## src/sv/lcfs_pkg.sv

```systemverilog
// ----------------------------------------------------------------------------
// lcfs_pkg
// Shared constants and types of the LED cube frame scanner.
// ----------------------------------------------------------------------------
package lcfs_pkg;

   // Build-time default for the longest chain
   localparam int MAX_CUBES_DEF = 25;

   // Field widths
   localparam int COUNT_W    = 5;
   localparam int CODE_W     = 8;
   localparam int WORD_W     = 16;
   localparam int FRAME_W    = CODE_W + WORD_W;
   localparam int MODE_W     = 2;
   localparam int COORD_W    = 2;
   localparam int CSR_IDX_W  = 3;
   localparam int CSR_DATA_W = 8;

   // Request modes
   localparam logic [MODE_W-1:0] MODE_SCAN  = 2'd0;
   localparam logic [MODE_W-1:0] MODE_LAYER = 2'd1;
   localparam logic [MODE_W-1:0] MODE_VOXEL = 2'd2;
   localparam logic [MODE_W-1:0] MODE_CLEAR = 2'd3;

   // Register indexes
   localparam logic [CSR_IDX_W-1:0] REG_CUBE_COUNT = 3'd0;
   localparam logic [CSR_IDX_W-1:0] REG_LAYER0     = 3'd1;
   localparam logic [CSR_IDX_W-1:0] REG_LAYER1     = 3'd2;
   localparam logic [CSR_IDX_W-1:0] REG_LAYER2     = 3'd3;
   localparam logic [CSR_IDX_W-1:0] REG_LAYER3     = 3'd4;

   // Register reset values
   localparam logic [COUNT_W-1:0] CUBE_COUNT_RST = 5'd1;
   localparam logic [CODE_W-1:0]  LAYER0_RST     = 8'd1;
   localparam logic [CODE_W-1:0]  LAYER1_RST     = 8'd2;
   localparam logic [CODE_W-1:0]  LAYER2_RST     = 8'd4;
   localparam logic [CODE_W-1:0]  LAYER3_RST     = 8'd8;

   // Control strobes from the sequencer to the frame store
   typedef struct packed {
      logic wr_en;
      logic rd_en;
   } store_ctl_type;

endpackage

```

## src/sv/led_cube_frame_scanner_unit.sv

```systemverilog
// ----------------------------------------------------------------------------
// led_cube_frame_scanner_unit
// Frame store and refresh scanner for a daisy chain of 4x4x4 LED cubes.
// ----------------------------------------------------------------------------
//
//  channel   | ports                                    | handshake
//  ----------+------------------------------------------+-------------------------
//  request   | req_mode .. req_led_on                   | start high, busy low
//  response  | rsp_frame_word, rsp_latch_after, rsp_last| rsp_valid, one cycle
//  csr       | csr_index, csr_wdata                     | csr_we, no wait
//
//  Scan tick: one store read, then one triplet a cycle from the triplet counter
//  and compare. Layer write: a single store write. Voxel write: read, then
//  modify and write. Clear all: the accept cycle and then one store word a
//  cycle through the write port, for all MAX_CUBES*4 store words.
//  Reset: synchronous; the store reads as zero through its valid bits at once,
//  so no clearing pass follows reset.
//  Stalls: none on the response side; the receiver takes each triplet in the
//  cycle it is shown. busy stays high while a request is being worked on.
// ----------------------------------------------------------------------------
module led_cube_frame_scanner_unit #(
   parameter int MAX_CUBES = lcfs_pkg::MAX_CUBES_DEF
) (
   input  logic                              clock,
   input  logic                              reset,
   // request
   input  logic                              start,
   output logic                              busy,
   input  logic [lcfs_pkg::MODE_W-1:0]       req_mode,
   input  logic [lcfs_pkg::COUNT_W-1:0]      req_cube_index,
   input  logic [lcfs_pkg::COORD_W-1:0]      req_layer_index,
   input  logic [lcfs_pkg::COORD_W-1:0]      req_x_pos,
   input  logic [lcfs_pkg::COORD_W-1:0]      req_y_pos,
   input  logic [lcfs_pkg::WORD_W-1:0]       req_layer_bits,
   input  logic                              req_led_on,
   // response
   output logic                              rsp_valid,
   output logic [lcfs_pkg::FRAME_W-1:0]      rsp_frame_word,
   output logic                              rsp_latch_after,
   output logic                              rsp_last,
   // configuration
   input  logic                              csr_we,
   input  logic [lcfs_pkg::CSR_IDX_W-1:0]    csr_index,
   input  logic [lcfs_pkg::CSR_DATA_W-1:0]   csr_wdata
);

   localparam int DEPTH  = MAX_CUBES * 4;
   localparam int ADDR_W = $clog2(DEPTH);
   localparam int CMP_W  = (ADDR_W > lcfs_pkg::COUNT_W + 2) ? ADDR_W : lcfs_pkg::COUNT_W + 2;

   typedef enum logic [3:0] {
      ST_IDLE  = 4'b0001,
      ST_EMIT  = 4'b0010,
      ST_VOXEL = 4'b0100,
      ST_CLEAR = 4'b1000
   } state_type;

   state_type state_ff, state_in;

   // configuration registers
   logic [lcfs_pkg::COUNT_W-1:0] cube_count_ff, cube_count_in;
   logic [lcfs_pkg::CODE_W-1:0]  layer_code_ff [4];
   logic [lcfs_pkg::CODE_W-1:0]  layer_code_in [4];
   logic [lcfs_pkg::COUNT_W-1:0] csr_count;

   // scan state
   logic [ADDR_W-1:0]            pos_ff, pos_in;
   logic [ADDR_W-1:0]            cur_pos_ff, cur_pos_in;
   logic [lcfs_pkg::COUNT_W-1:0] cube_sel_ff, cube_sel_in;
   logic [lcfs_pkg::COUNT_W-1:0] k_ff, k_in;

   // voxel and clear state
   logic [ADDR_W-1:0]            vox_addr_ff, vox_addr_in;
   logic [lcfs_pkg::WORD_W-1:0]  vox_mask_ff, vox_mask_in;
   logic                         vox_on_ff, vox_on_in;
   logic [ADDR_W-1:0]            clr_ff, clr_in;

   // response registers
   logic                         rsp_valid_ff, rsp_valid_in;
   logic [lcfs_pkg::FRAME_W-1:0] rsp_word_ff, rsp_word_in;
   logic                         rsp_latch_ff, rsp_latch_in;
   logic                         rsp_last_ff, rsp_last_in;

   // store port
   lcfs_pkg::store_ctl_type      st_ctl;
   logic [ADDR_W-1:0]            st_wr_addr;
   logic [lcfs_pkg::WORD_W-1:0]  st_wr_data;
   logic [ADDR_W-1:0]            st_rd_addr;
   logic [lcfs_pkg::WORD_W-1:0]  st_rd_data;

   // helpers
   logic                         accept;
   logic [CMP_W-1:0]             count_x4;
   logic [ADDR_W-1:0]            pos_eff;
   logic [CMP_W-1:0]             pos_next;
   logic                         cube_ok;
   logic [ADDR_W-1:0]            req_addr;
   logic [lcfs_pkg::WORD_W-1:0]  req_mask;

   assign accept   = start && (state_ff == ST_IDLE);
   assign busy     = (state_ff != ST_IDLE);
   assign count_x4 = CMP_W'({cube_count_ff, 2'b00});
   // restart the scan if the count has shrunk beneath the position
   assign pos_eff  = (CMP_W'(pos_ff) >= count_x4) ? '0 : pos_ff;
   assign pos_next = CMP_W'(cur_pos_ff) + CMP_W'(1);
   assign cube_ok  = (req_cube_index < cube_count_ff);
   assign req_addr = ADDR_W'({req_cube_index, req_layer_index});
   assign req_mask = lcfs_pkg::WORD_W'(1) << {req_y_pos, req_x_pos};

   // cube count: only the low five bits count; zero reads as one, values above MAX_CUBES saturate
   always_comb begin
      csr_count = csr_wdata[lcfs_pkg::COUNT_W-1:0];
      if (csr_count == '0) begin
         csr_count = lcfs_pkg::COUNT_W'(1);
      end else if (int'(csr_count) > MAX_CUBES) begin
         csr_count = lcfs_pkg::COUNT_W'(MAX_CUBES);
      end
   end

   always_comb begin
      cube_count_in = cube_count_ff;
      layer_code_in = layer_code_ff;
      if (csr_we) begin
         unique case (csr_index)
            lcfs_pkg::REG_CUBE_COUNT: cube_count_in    = csr_count;
            lcfs_pkg::REG_LAYER0:     layer_code_in[0] = csr_wdata;
            lcfs_pkg::REG_LAYER1:     layer_code_in[1] = csr_wdata;
            lcfs_pkg::REG_LAYER2:     layer_code_in[2] = csr_wdata;
            lcfs_pkg::REG_LAYER3:     layer_code_in[3] = csr_wdata;
            default: ;  // drop writes beyond the register list
         endcase
      end
   end

   // sequencer
   always_comb begin
      state_in     = state_ff;
      pos_in       = pos_ff;
      cur_pos_in   = cur_pos_ff;
      cube_sel_in  = cube_sel_ff;
      k_in         = k_ff;
      vox_addr_in  = vox_addr_ff;
      vox_mask_in  = vox_mask_ff;
      vox_on_in    = vox_on_ff;
      clr_in       = clr_ff;
      rsp_valid_in = 1'b0;
      rsp_word_in  = rsp_word_ff;
      rsp_latch_in = rsp_latch_ff;
      rsp_last_in  = rsp_last_ff;
      st_ctl       = '0;
      st_wr_addr   = req_addr;
      st_wr_data   = req_layer_bits;
      st_rd_addr   = pos_eff;

      unique case (state_ff)
         ST_IDLE: begin
            if (accept) begin
               unique case (req_mode)
                  lcfs_pkg::MODE_SCAN: begin
                     // fetch the layer word, then count out the triplets
                     st_ctl.rd_en = 1'b1;
                     cur_pos_in   = pos_eff;
                     cube_sel_in  = lcfs_pkg::COUNT_W'(pos_eff >> 2);
                     k_in         = '0;
                     state_in     = ST_EMIT;
                  end
                  lcfs_pkg::MODE_LAYER: begin
                     st_ctl.wr_en = cube_ok;
                  end
                  lcfs_pkg::MODE_VOXEL: begin
                     if (cube_ok) begin
                        st_ctl.rd_en = 1'b1;
                        st_rd_addr   = req_addr;
                        vox_addr_in  = req_addr;
                        vox_mask_in  = req_mask;
                        vox_on_in    = req_led_on;
                        state_in     = ST_VOXEL;
                     end
                  end
                  lcfs_pkg::MODE_CLEAR: begin
                     clr_in   = '0;
                     state_in = ST_CLEAR;
                  end
                  default: ;
               endcase
            end
         end

         ST_EMIT: begin
            rsp_valid_in = 1'b1;
            rsp_word_in  = (k_ff == '0) ?
                           {layer_code_ff[cur_pos_ff[1:0]], st_rd_data} : '0;
            rsp_latch_in = (k_ff == cube_sel_ff);
            rsp_last_in  = (k_ff == cube_count_ff);
            k_in         = k_ff + lcfs_pkg::COUNT_W'(1);
            if (k_ff == cube_count_ff) begin
               // advance the scan position and wrap at the end of the chain
               pos_in   = (pos_next >= count_x4) ? '0 : ADDR_W'(pos_next);
               state_in = ST_IDLE;
            end
         end

         ST_VOXEL: begin
            st_ctl.wr_en = 1'b1;
            st_wr_addr   = vox_addr_ff;
            st_wr_data   = vox_on_ff ? (st_rd_data | vox_mask_ff)
                                     : (st_rd_data & ~vox_mask_ff);
            state_in     = ST_IDLE;
         end

         ST_CLEAR: begin
            st_ctl.wr_en = 1'b1;
            st_wr_addr   = clr_ff;
            st_wr_data   = '0;
            clr_in       = clr_ff + ADDR_W'(1);
            if (clr_ff == ADDR_W'(DEPTH - 1)) begin
               state_in = ST_IDLE;
            end
         end

         default: state_in = ST_IDLE;
      endcase
   end

   always_ff @(posedge clock) begin
      if (reset) begin
         state_ff      <= ST_IDLE;
         pos_ff        <= '0;
         cube_count_ff <= lcfs_pkg::CUBE_COUNT_RST;
         layer_code_ff <= '{lcfs_pkg::LAYER0_RST, lcfs_pkg::LAYER1_RST,
                            lcfs_pkg::LAYER2_RST, lcfs_pkg::LAYER3_RST};
         rsp_valid_ff  <= 1'b0;
      end else begin
         state_ff      <= state_in;
         pos_ff        <= pos_in;
         cube_count_ff <= cube_count_in;
         layer_code_ff <= layer_code_in;
         rsp_valid_ff  <= rsp_valid_in;
      end
   end

   always_ff @(posedge clock) begin
      cur_pos_ff   <= cur_pos_in;
      cube_sel_ff  <= cube_sel_in;
      k_ff         <= k_in;
      vox_addr_ff  <= vox_addr_in;
      vox_mask_ff  <= vox_mask_in;
      vox_on_ff    <= vox_on_in;
      clr_ff       <= clr_in;
      rsp_word_ff  <= rsp_word_in;
      rsp_latch_ff <= rsp_latch_in;
      rsp_last_ff  <= rsp_last_in;
   end

   lcfs_store #(
      .DEPTH (DEPTH)
   ) u_store (
      .clock   (clock),
      .reset   (reset),
      .ctl     (st_ctl),
      .wr_addr (st_wr_addr),
      .wr_data (st_wr_data),
      .rd_addr (st_rd_addr),
      .rd_data (st_rd_data)
   );

   assign rsp_valid       = rsp_valid_ff;
   assign rsp_frame_word  = rsp_word_ff;
   assign rsp_latch_after = rsp_latch_ff;
   assign rsp_last        = rsp_last_ff;

   // the final triplet leaves the sequencer free
   a_last_idle : assert property (@(posedge clock) disable iff (reset)
      (rsp_valid && rsp_last) |-> !busy)
      else $error("final triplet shown while still busy");

   // the latch always falls on a triplet before the final one
   a_latch_not_last : assert property (@(posedge clock) disable iff (reset)
      rsp_valid |-> !(rsp_latch_after && rsp_last))
      else $error("latch and final mark on the same triplet");

   // the triplet counter never runs past the chain
   a_count_bound : assert property (@(posedge clock) disable iff (reset)
      (state_ff == ST_EMIT) |-> (k_ff <= cube_count_ff))
      else $error("triplet counter beyond cube count");

   // a scan reads a position inside the chain
   a_pos_bound : assert property (@(posedge clock) disable iff (reset)
      (state_ff == ST_EMIT) |-> (CMP_W'(cur_pos_ff) < count_x4))
      else $error("scan position outside the chain");

endmodule

```

## src/sv/lcfs_store.sv

```systemverilog
// ----------------------------------------------------------------------------
// lcfs_store
// Frame store: one layer word per cube and layer, registered read, valid bits.
// ----------------------------------------------------------------------------
module lcfs_store #(
   parameter int DEPTH = lcfs_pkg::MAX_CUBES_DEF * 4
) (
   input  logic                          clock,
   input  logic                          reset,
   input  lcfs_pkg::store_ctl_type       ctl,
   input  logic [$clog2(DEPTH)-1:0]      wr_addr,
   input  logic [lcfs_pkg::WORD_W-1:0]   wr_data,
   input  logic [$clog2(DEPTH)-1:0]      rd_addr,
   output logic [lcfs_pkg::WORD_W-1:0]   rd_data
);

   logic [lcfs_pkg::WORD_W-1:0] mem [DEPTH];
   logic [DEPTH-1:0]            valid_ff;
   logic [DEPTH-1:0]            valid_in;
   logic [lcfs_pkg::WORD_W-1:0] rdata_ff;
   logic                        rvalid_ff;

   always_comb begin
      valid_in = valid_ff;
      if (ctl.wr_en) begin
         valid_in[wr_addr] = 1'b1;
      end
   end

   always_ff @(posedge clock) begin
      if (reset) begin
         valid_ff <= '0;
      end else begin
         valid_ff <= valid_in;
      end
   end

   always_ff @(posedge clock) begin
      if (ctl.wr_en) begin
         mem[wr_addr] <= wr_data;
      end
   end

   // Hold read data until the next read
   always_ff @(posedge clock) begin
      if (ctl.rd_en) begin
         rdata_ff  <= mem[rd_addr];
         rvalid_ff <= valid_ff[rd_addr];
      end
   end

   // A word never written since reset reads as zero
   assign rd_data = rvalid_ff ? rdata_ff : '0;

endmodule
```

## config.mk

```make
export PLATFORM = sky130hd
export DESIGN_NAME = led_cube_frame_scanner_unit
export DESIGN_NICKNAME = d
export VERILOG_FILES = /design/src/sv/lcfs_pkg.sv /design/src/sv/led_cube_frame_scanner_unit.sv /design/src/sv/lcfs_store.sv
export SDC_FILE = /design/constraint.sdc
export NUM_CORES = 2
export LEC_CHECK = 0
export ABC_AREA = 1
export BUFFER_PORTS_ARGS = -buffer_cell sky130_fd_sc_hd__buf_2
export CORE_MARGIN = 2
export CORE_UTILIZATION = 30
export CTS_CLUSTER_DIAMETER = 120
export DETAILED_ROUTE_END_ITERATION = 10
export PLACE_DENSITY = 0.4
export SYNTH_ARGS = -nofsm -noshare
export SYNTH_HDL_FRONTEND = slang
export SYNTH_SLANG_ARGS = --single-unit
```

## constraint.sdc

```tcl
create_clock -name clock -period 12.5 [get_ports clock]
set_input_delay 1.25 -clock clock [delete_from_list [all_inputs] [get_ports clock]]
set_output_delay 1.25 -clock clock [all_outputs]
set_load 0.05 [all_outputs]
```

-- Word level (Yosys, flattened, before mapping)
Memories as Yosys holds them, arrays and structs flattened. A register that Yosys moved wholly into a read port is not among the register bits.
Index checks and enable logic that the tools add are counted.
- input bits: 45
- output and inout bits: 28
- flip-flop bits (word level): 224
- logic and storage cells: 120
- memories: 1
- bits in writable memories: 1600
- reductions and logical operators: 20
- mux-type cells: 40
- equality and inequality tests: 22
- shift operators: 1
- add/sub/neg operators: 3
- $lt $le $gt $ge: 8
- bitwise operators: 5
- memory list (name ; words ; bits a word ; rd ports ; clocked after Yosys merged registers in ; wr ports ; RTL line ; RTL):
    u_store.mem ; 100 ; 16 ; 1 ; 1 ; 1 ; lcfs_store.sv:17 ; logic [lcfs_pkg::WORD_W-1:0] mem [DEPTH];
- operators with widths (cell ; count):
    100-bit OR ; 1
    7-bit two-way mux ; 8
    16-bit two-way mux ; 2
    16-bit case mux with 2 select lines ; 1
    7-bit case mux with 2 select lines ; 2
    4-bit case mux with 3 select lines ; 2
    5-bit two-way mux ; 4
    16-bit bitwise AND ; 1
    8-bit binary-select mux with 2-bit select ; 1
    7-bit by 8-bit < comparator with 1-bit output, second input constant ; 2
    4-bit two-way mux ; 4
    8-bit two-way mux ; 2
    16-bit NOT ; 1
    16-bit OR ; 1
    1-bit by 4-bit left shift with 16-bit output, first input constant ; 1
    7-bit by 1-bit adder with 7-bit output, second input constant ; 2
    7-bit >= comparator ; 2
    2-bit AND reduction ; 6
    5-bit == test ; 2
    5-bit logical NOT ; 2
    5-bit case mux with 2 select lines ; 1
    3-bit AND reduction ; 3
    1-bit two-way mux ; 8
    4-bit by 1-bit != test with 1-bit output, second input constant ; 2
    other kinds (30) ; 38

-- Longest topological paths before layout
- word-level depth: 8
- gate-level depth with buffers: 24
- gate-level depth less buffers: 21

-- Modules after synthesis
Synthesis repeated with hierarchy kept, for this count alone.
- cell total of the unflattened synthesis: 6914
- area, all modules: 75832.7 um2
- modules (own cells, without submodules) (module ; instances ; sequential area each (um2) ; cells an instance ; area each (um2)):
    lcfs_store ; 1 ; 50558.5 ; 6220 ; 69867.0
    led_cube_frame_scanner_unit ; 1 ; 3052.9 ; 694 ; 5965.7

-- Worst setup path before layout
Ideal clock, no wire load.
- path kind: register -> register
- start point: register state_ff[0]
- end point: memory u_store.mem[0][0] (netlist name) (data pin)
- cell stages (with the launch flop): 7
- clock period less this slack: 6087 ps
- arrival: 5107 ps
- slack: 6413 ps
- setup time: 980 ps
- data required time: 11520 ps
- buffers on the path: 1
- cell sequence: dfxtp_1 nor2_1 inv_1 nor3_2 inv_1 clkbuf_1 o21ai_0
- longest elaborated chain between the ends: 2
- elaborated cells on any way between the ends: 3
- those cells by class: eq/ne: 2; mux: 1
- ends and longest elaborated chain (item ; RTL line ; RTL):
    start: declaration ; led_cube_frame_scanner_unit.sv:58 ; state_type state_ff, state_in;
    start signal: assignment ; led_cube_frame_scanner_unit.sv:234 ; state_ff <= state_in;
    4-bit == test / 4-bit by 3-bit == test with 1-bit output (equally long branches) ; led_cube_frame_scanner_unit.sv:155 ; unique case (state_ff)
    16-bit case mux with 2 select lines * ; led_cube_frame_scanner_unit.sv:155 ;
    via st_wr_data, one bit ; led_cube_frame_scanner_unit.sv:87 ; logic [lcfs_pkg::WORD_W-1:0] st_wr_data;
    end: declaration ; lcfs_store.sv:17 ;
Mark *: on every way through the listed nets, which the timed path passes. The rest lies on a longest branch.

-- Final worst setup path
- start point: input port req_cube_index[4] (netlist name)
- end point: register u_store.rdata_ff[3] (netlist name) (read register of u_store.mem) (data pin)
- longest elaborated chain between the ends: 5
- elaborated cells on any way between the ends: 9
- those cells by class: order compare: 1; mux: 8
- ends and longest elaborated chain (item ; RTL line ; RTL):
    start: declaration ; led_cube_frame_scanner_unit.sv:30 ; input logic [lcfs_pkg::COUNT_W-1:0] req_cube_index,
    5-bit < comparator ; led_cube_frame_scanner_unit.sv:106 ; assign cube_ok = (req_cube_index < cube_count_ff);
    1-bit two-way mux / 7-bit two-way mux (equally long branches) ; led_cube_frame_scanner_unit.sv:171 ; if (cube_ok) begin
    1-bit case mux with 2 select lines / 7-bit two-way mux (equally long branches) ; led_cube_frame_scanner_unit.sv:158 ; unique case (req_mode)
    2-bit two-way mux / 7-bit two-way mux (equally long branches) ; led_cube_frame_scanner_unit.sv:157 ; if (accept) begin
    1-bit two-way mux / 7-bit two-way mux (equally long branches) ; led_cube_frame_scanner_unit.sv:155 ;
    end: declaration ; lcfs_store.sv:20 ; logic [lcfs_pkg::WORD_W-1:0] rdata_ff;
Parallel ways exist; a longest one is shown, timed or not.
A chain may end at the register's enable or synchronous reset.

==> metrics <==
CP Launch Point req_cube_index[4]; total power 13.8 mW; instance count of the mapped netlist 8046; most common cell in the synthesized netlist nand2_1; Crit path max-delay family simple AND/OR/NAND/NOR gates; TritonCTS buffer count a little over 200; Reg2Reg Depth 22; Peak Freq 0.171 GHz; Initial DRC Count 4683; share of cells above drive strength 1 7.54%; worst-path cell chain buf_2 > ha_1 > a21oi_1 > nand2_1 > nor2_2 > nand3_2 > nand2_4 > nand2_8 > buf_4 > buf_12 > nand2_1 > nand3_1 > nand3_1 > nand3_1 > nand2_1 > nand3_1 > nand2_1 > inv_1 > nor2_1; status completed; max-slew violations 0; Core ar. roughly 260000 um^2; Min Hold Slack 449 ps; I/O pin cnt 73; mean area per synthesized cell 9.92 um^2; number of synthesized flops with an enable pin 1686; Die W just over 500 um; reg2reg start cube_count_ff[2]$_SDFFE_PP0P_; internal reg-to-reg setup slack 6690 ps; Fill cells about 27000; crit path capture u_store.rdata_ff[3]$_DFFE_PP_; Levels on crit path 19; H-tree levels 4; final hold vios 0; die height 520 um; Post-synth top cells nand2_1 (2334), edfxtp_1 (1686), nand3_1 (1157), inv_1 (1144), nor2_1 (747); 1st-pass router iterations 5; CTS tree done; RSZ-0062 raised after global routing false; Placed Cells incl. Taps 11400; Routed WL 273000 um; synth unique cells 41; Ys Warns 0; area share of the largest cell type after synthesis 63.5%; post-CTS resize count 0; Post-synth ARST share 0%; TritonCTS sink count roughly 1800; post-route ant nets 0; Tot GR Track Use 19.9%; Worst setup EP type flip-flop; critical path class in -> reg; worst hold start layer_code_ff[7]$_SDFFE_PP0P_; Port Buffers 72; reported max-cap violation count 0; synth top area cells edfxtp_1 (63%), nand2_1 (11%), nand3_1 (7.3%); Hold Buf Count CTS 0; mapped cell area 79800 um^2; maximum VDD drop 0.164 mV; sequential area share after synthesis 67.2%; largest area contributor in the netlist edfxtp_1; static leakage between 30 and 40 nW; DRC 0; Final #Nets 8157; Worst R2R End u_store.rdata_ff[3]$_DFFE_PP_; DP Area 84600 um^2; total gr overflow 0; critical path data arrival time between 6000 and 7000 ps; power per cell area 151 nW/um^2; HPWL Detailed 151000 um; clock-pin transition on the worst setup and hold timing paths 60 ps; Post-CTS Setup Repair Bufs 0; worst-case clock buffer depth 3; Syn Nets 8114; Layout Skew approximately 33 ps; fin crit period 5860 ps; Slowest cell on crit path nand2_4; full die area 270000 um^2; initial antenna violation count 13; clock root cell clkbuf_16; non-filler cells, final 11800; CP Data Required Time 13220 ps; Slowest Stage Delay on Critical Path ~660 ps; Slew HR under 10%; Starting Density 30.1%; Critical Path Start Type input port; CP max FO 140; total negative setup slack 0 ps; Finish-stage setup viols 0; Synth Register Bits 1835; number of global-route vias before repair 53300; routability cong. 0.799; Final Cycle Share 46.9%; CP bufs+invs 4; Worst-Margin Slew 1350 ps; largest net degree at the start of global routing 173; clock latency on the worst-skew pair 870 ps; routed len/inst 23.2 um; Main synth FF type edfxtp_1; Site Rows 189; Layout area overhead 14.2%; DR vias 55300; detailed-route vias per instance 4.69; first-pass GRT wire length 393000 um; final instance area 91100 um^2; HP Class reg -> reg
power breakdown:
part	total (mW)	internal (mW)	switching, mW	leakage (nW)
registers	6.84	6.81	0.0290	16.4
logic	1.02	0.198	0.818	16.8
clock network	5.91	3.36	2.55	3.16
total	13.8	10.4	3.40	36.4
through the flow:
stage / util [%] / worst slack, ps
floorplan: - / 6410
global placement: 32.0 / 5750
detailed placement: 32.0 / 5720
CTS: 34.4 / 6620
global route: 34.4 / 6230
finish: 34.4 / 6640
per-layer routing:
layer / vias to the layer above / share of wire [%] / global-route usage, % / wire [um]
met1: 27400 / 46 / 28.1 / 127000
met4: 0 / 2.4 / 5.31 / 6680
met5: - / 0 / 0 / 0
met2: 1405 / 46 / 32.4 / 127000
li1: 26200 / - / - / -
met3: 321 / 4.8 / 2.34 / 13000
worst min path at each step:
| stage | endpoint | depth (start not counted) |
|---|---|---|
| after floorplan | layer_code_ff[17]$_SDFFE_PP1P_ | 2 |
| after global placement | layer_code_ff[17]$_SDFFE_PP1P_ | 2 |
| after detailed placement | layer_code_ff[17]$_SDFFE_PP1P_ | 2 |
| after CTS | layer_code_ff[7]$_SDFFE_PP0P_ | 2 |
| after global routing | layer_code_ff[7]$_SDFFE_PP0P_ | 2 |
| final | layer_code_ff[7]$_SDFFE_PP0P_ | 2 |
worst register-to-register path: stages, from the launching register on:
cell	delay, ps
dfxtp_1	350
inv_1	130
ha_1	320
nand2_1	50
nand2_1	60
nand2_1	50
nand2_1	70
nor2_2	70
nand3_2	350
nand2_4	470
nand2_8	770
buf_4	860
buf_12	650
nand2_1	200
nand2_1	100
nand2_1	50
nand3_1	90
nand3_1	120
nand2_1	170
nand3_1	350
nand2_1	250
inv_1	70
nor2_1	100
state kept, by name, indices dropped and copies added (netlist names), 4 cells and up:
signal and flops:
u_store.mem 1600, u_store.valid_ff 100, layer_code_ff 32, rsp_frame_word 24
u_store.rdata_ff 16, vox_mask_ff 16, clr_ff 7, cur_pos_ff 7
pos_ff 7, vox_addr_ff 7, cube_count_ff 5, k_ff 5
state_ff 4
layout make-up:
| class | count | area, um^2 | share of cell area, % |
|---|---|---|---|
| multi-input cells | 4649 | 20400 | 22.4 |
| clock inverters | 74 | 617 | 0.677 |
| clock buffers | 309 | 5890 | 6.46 |
| diodes | 4 | 10.0 | 0.0110 |
| repair buffers | 249 | 1850 | 2.02 |
| inverters | 1149 | 4320 | 4.73 |
| flip-flops and latches | 1835 | 53600 | 58.8 |
| well taps | 3533 | 4420 | 4.85 |
cells by family after synthesis:
family	after synthesis	share of synthesized area, %
AOI/OAI and AO/OA	270	1.83
xor gates and xnor gates	11	0.121
adders and majority gates	23	0.361
buffers and inverters	1562	7.76
DFF	1835	67.2
and+or+nand+nor	4345	22.7
placed cells by master, fill, tap and decap left out, types with 5 or more instances in the layout:
cell type | synthesis | final
dfxtp_1 | 149 | 149
nand3_1 | 1157 | 1157
a31oi_1 | 7 | 7
inv_1 | 1144 | 1144
edfxtp_1 | 1686 | 1686
nand2_1 | 2334 | 2333
clkinv_1 | 0 | 31
nor4_1 | 6 | 5
nor2_1 | 747 | 695
o211ai_1 | 10 | 10
ha_1 | 23 | 23
bufinv_16 | 0 | 6
o21ai_1 | 10 | 9
nand3b_1 | 70 | 70
xor2_1 | 7 | 7
buf_12 | 0 | 12
clkbuf_1 | 138 | 72
a211oi_1 | 6 | 6
clkbuf_8 | 0 | 28
clkbuf_16 | 0 | 209
buf_4 | 3 | 165
nor3_1 | 14 | 14
o21bai_1 | 9 | 9
nor2_2 | 1 | 41
clkinv_2 | 0 | 22
o21ai_4 | 0 | 22
a21oi_1 | 100 | 100
nor2_4 | 2 | 14
buf_2 | 244 | 71
o21ai_0 | 115 | 98
Note: power is estimated with default switching activity, not from simulation.
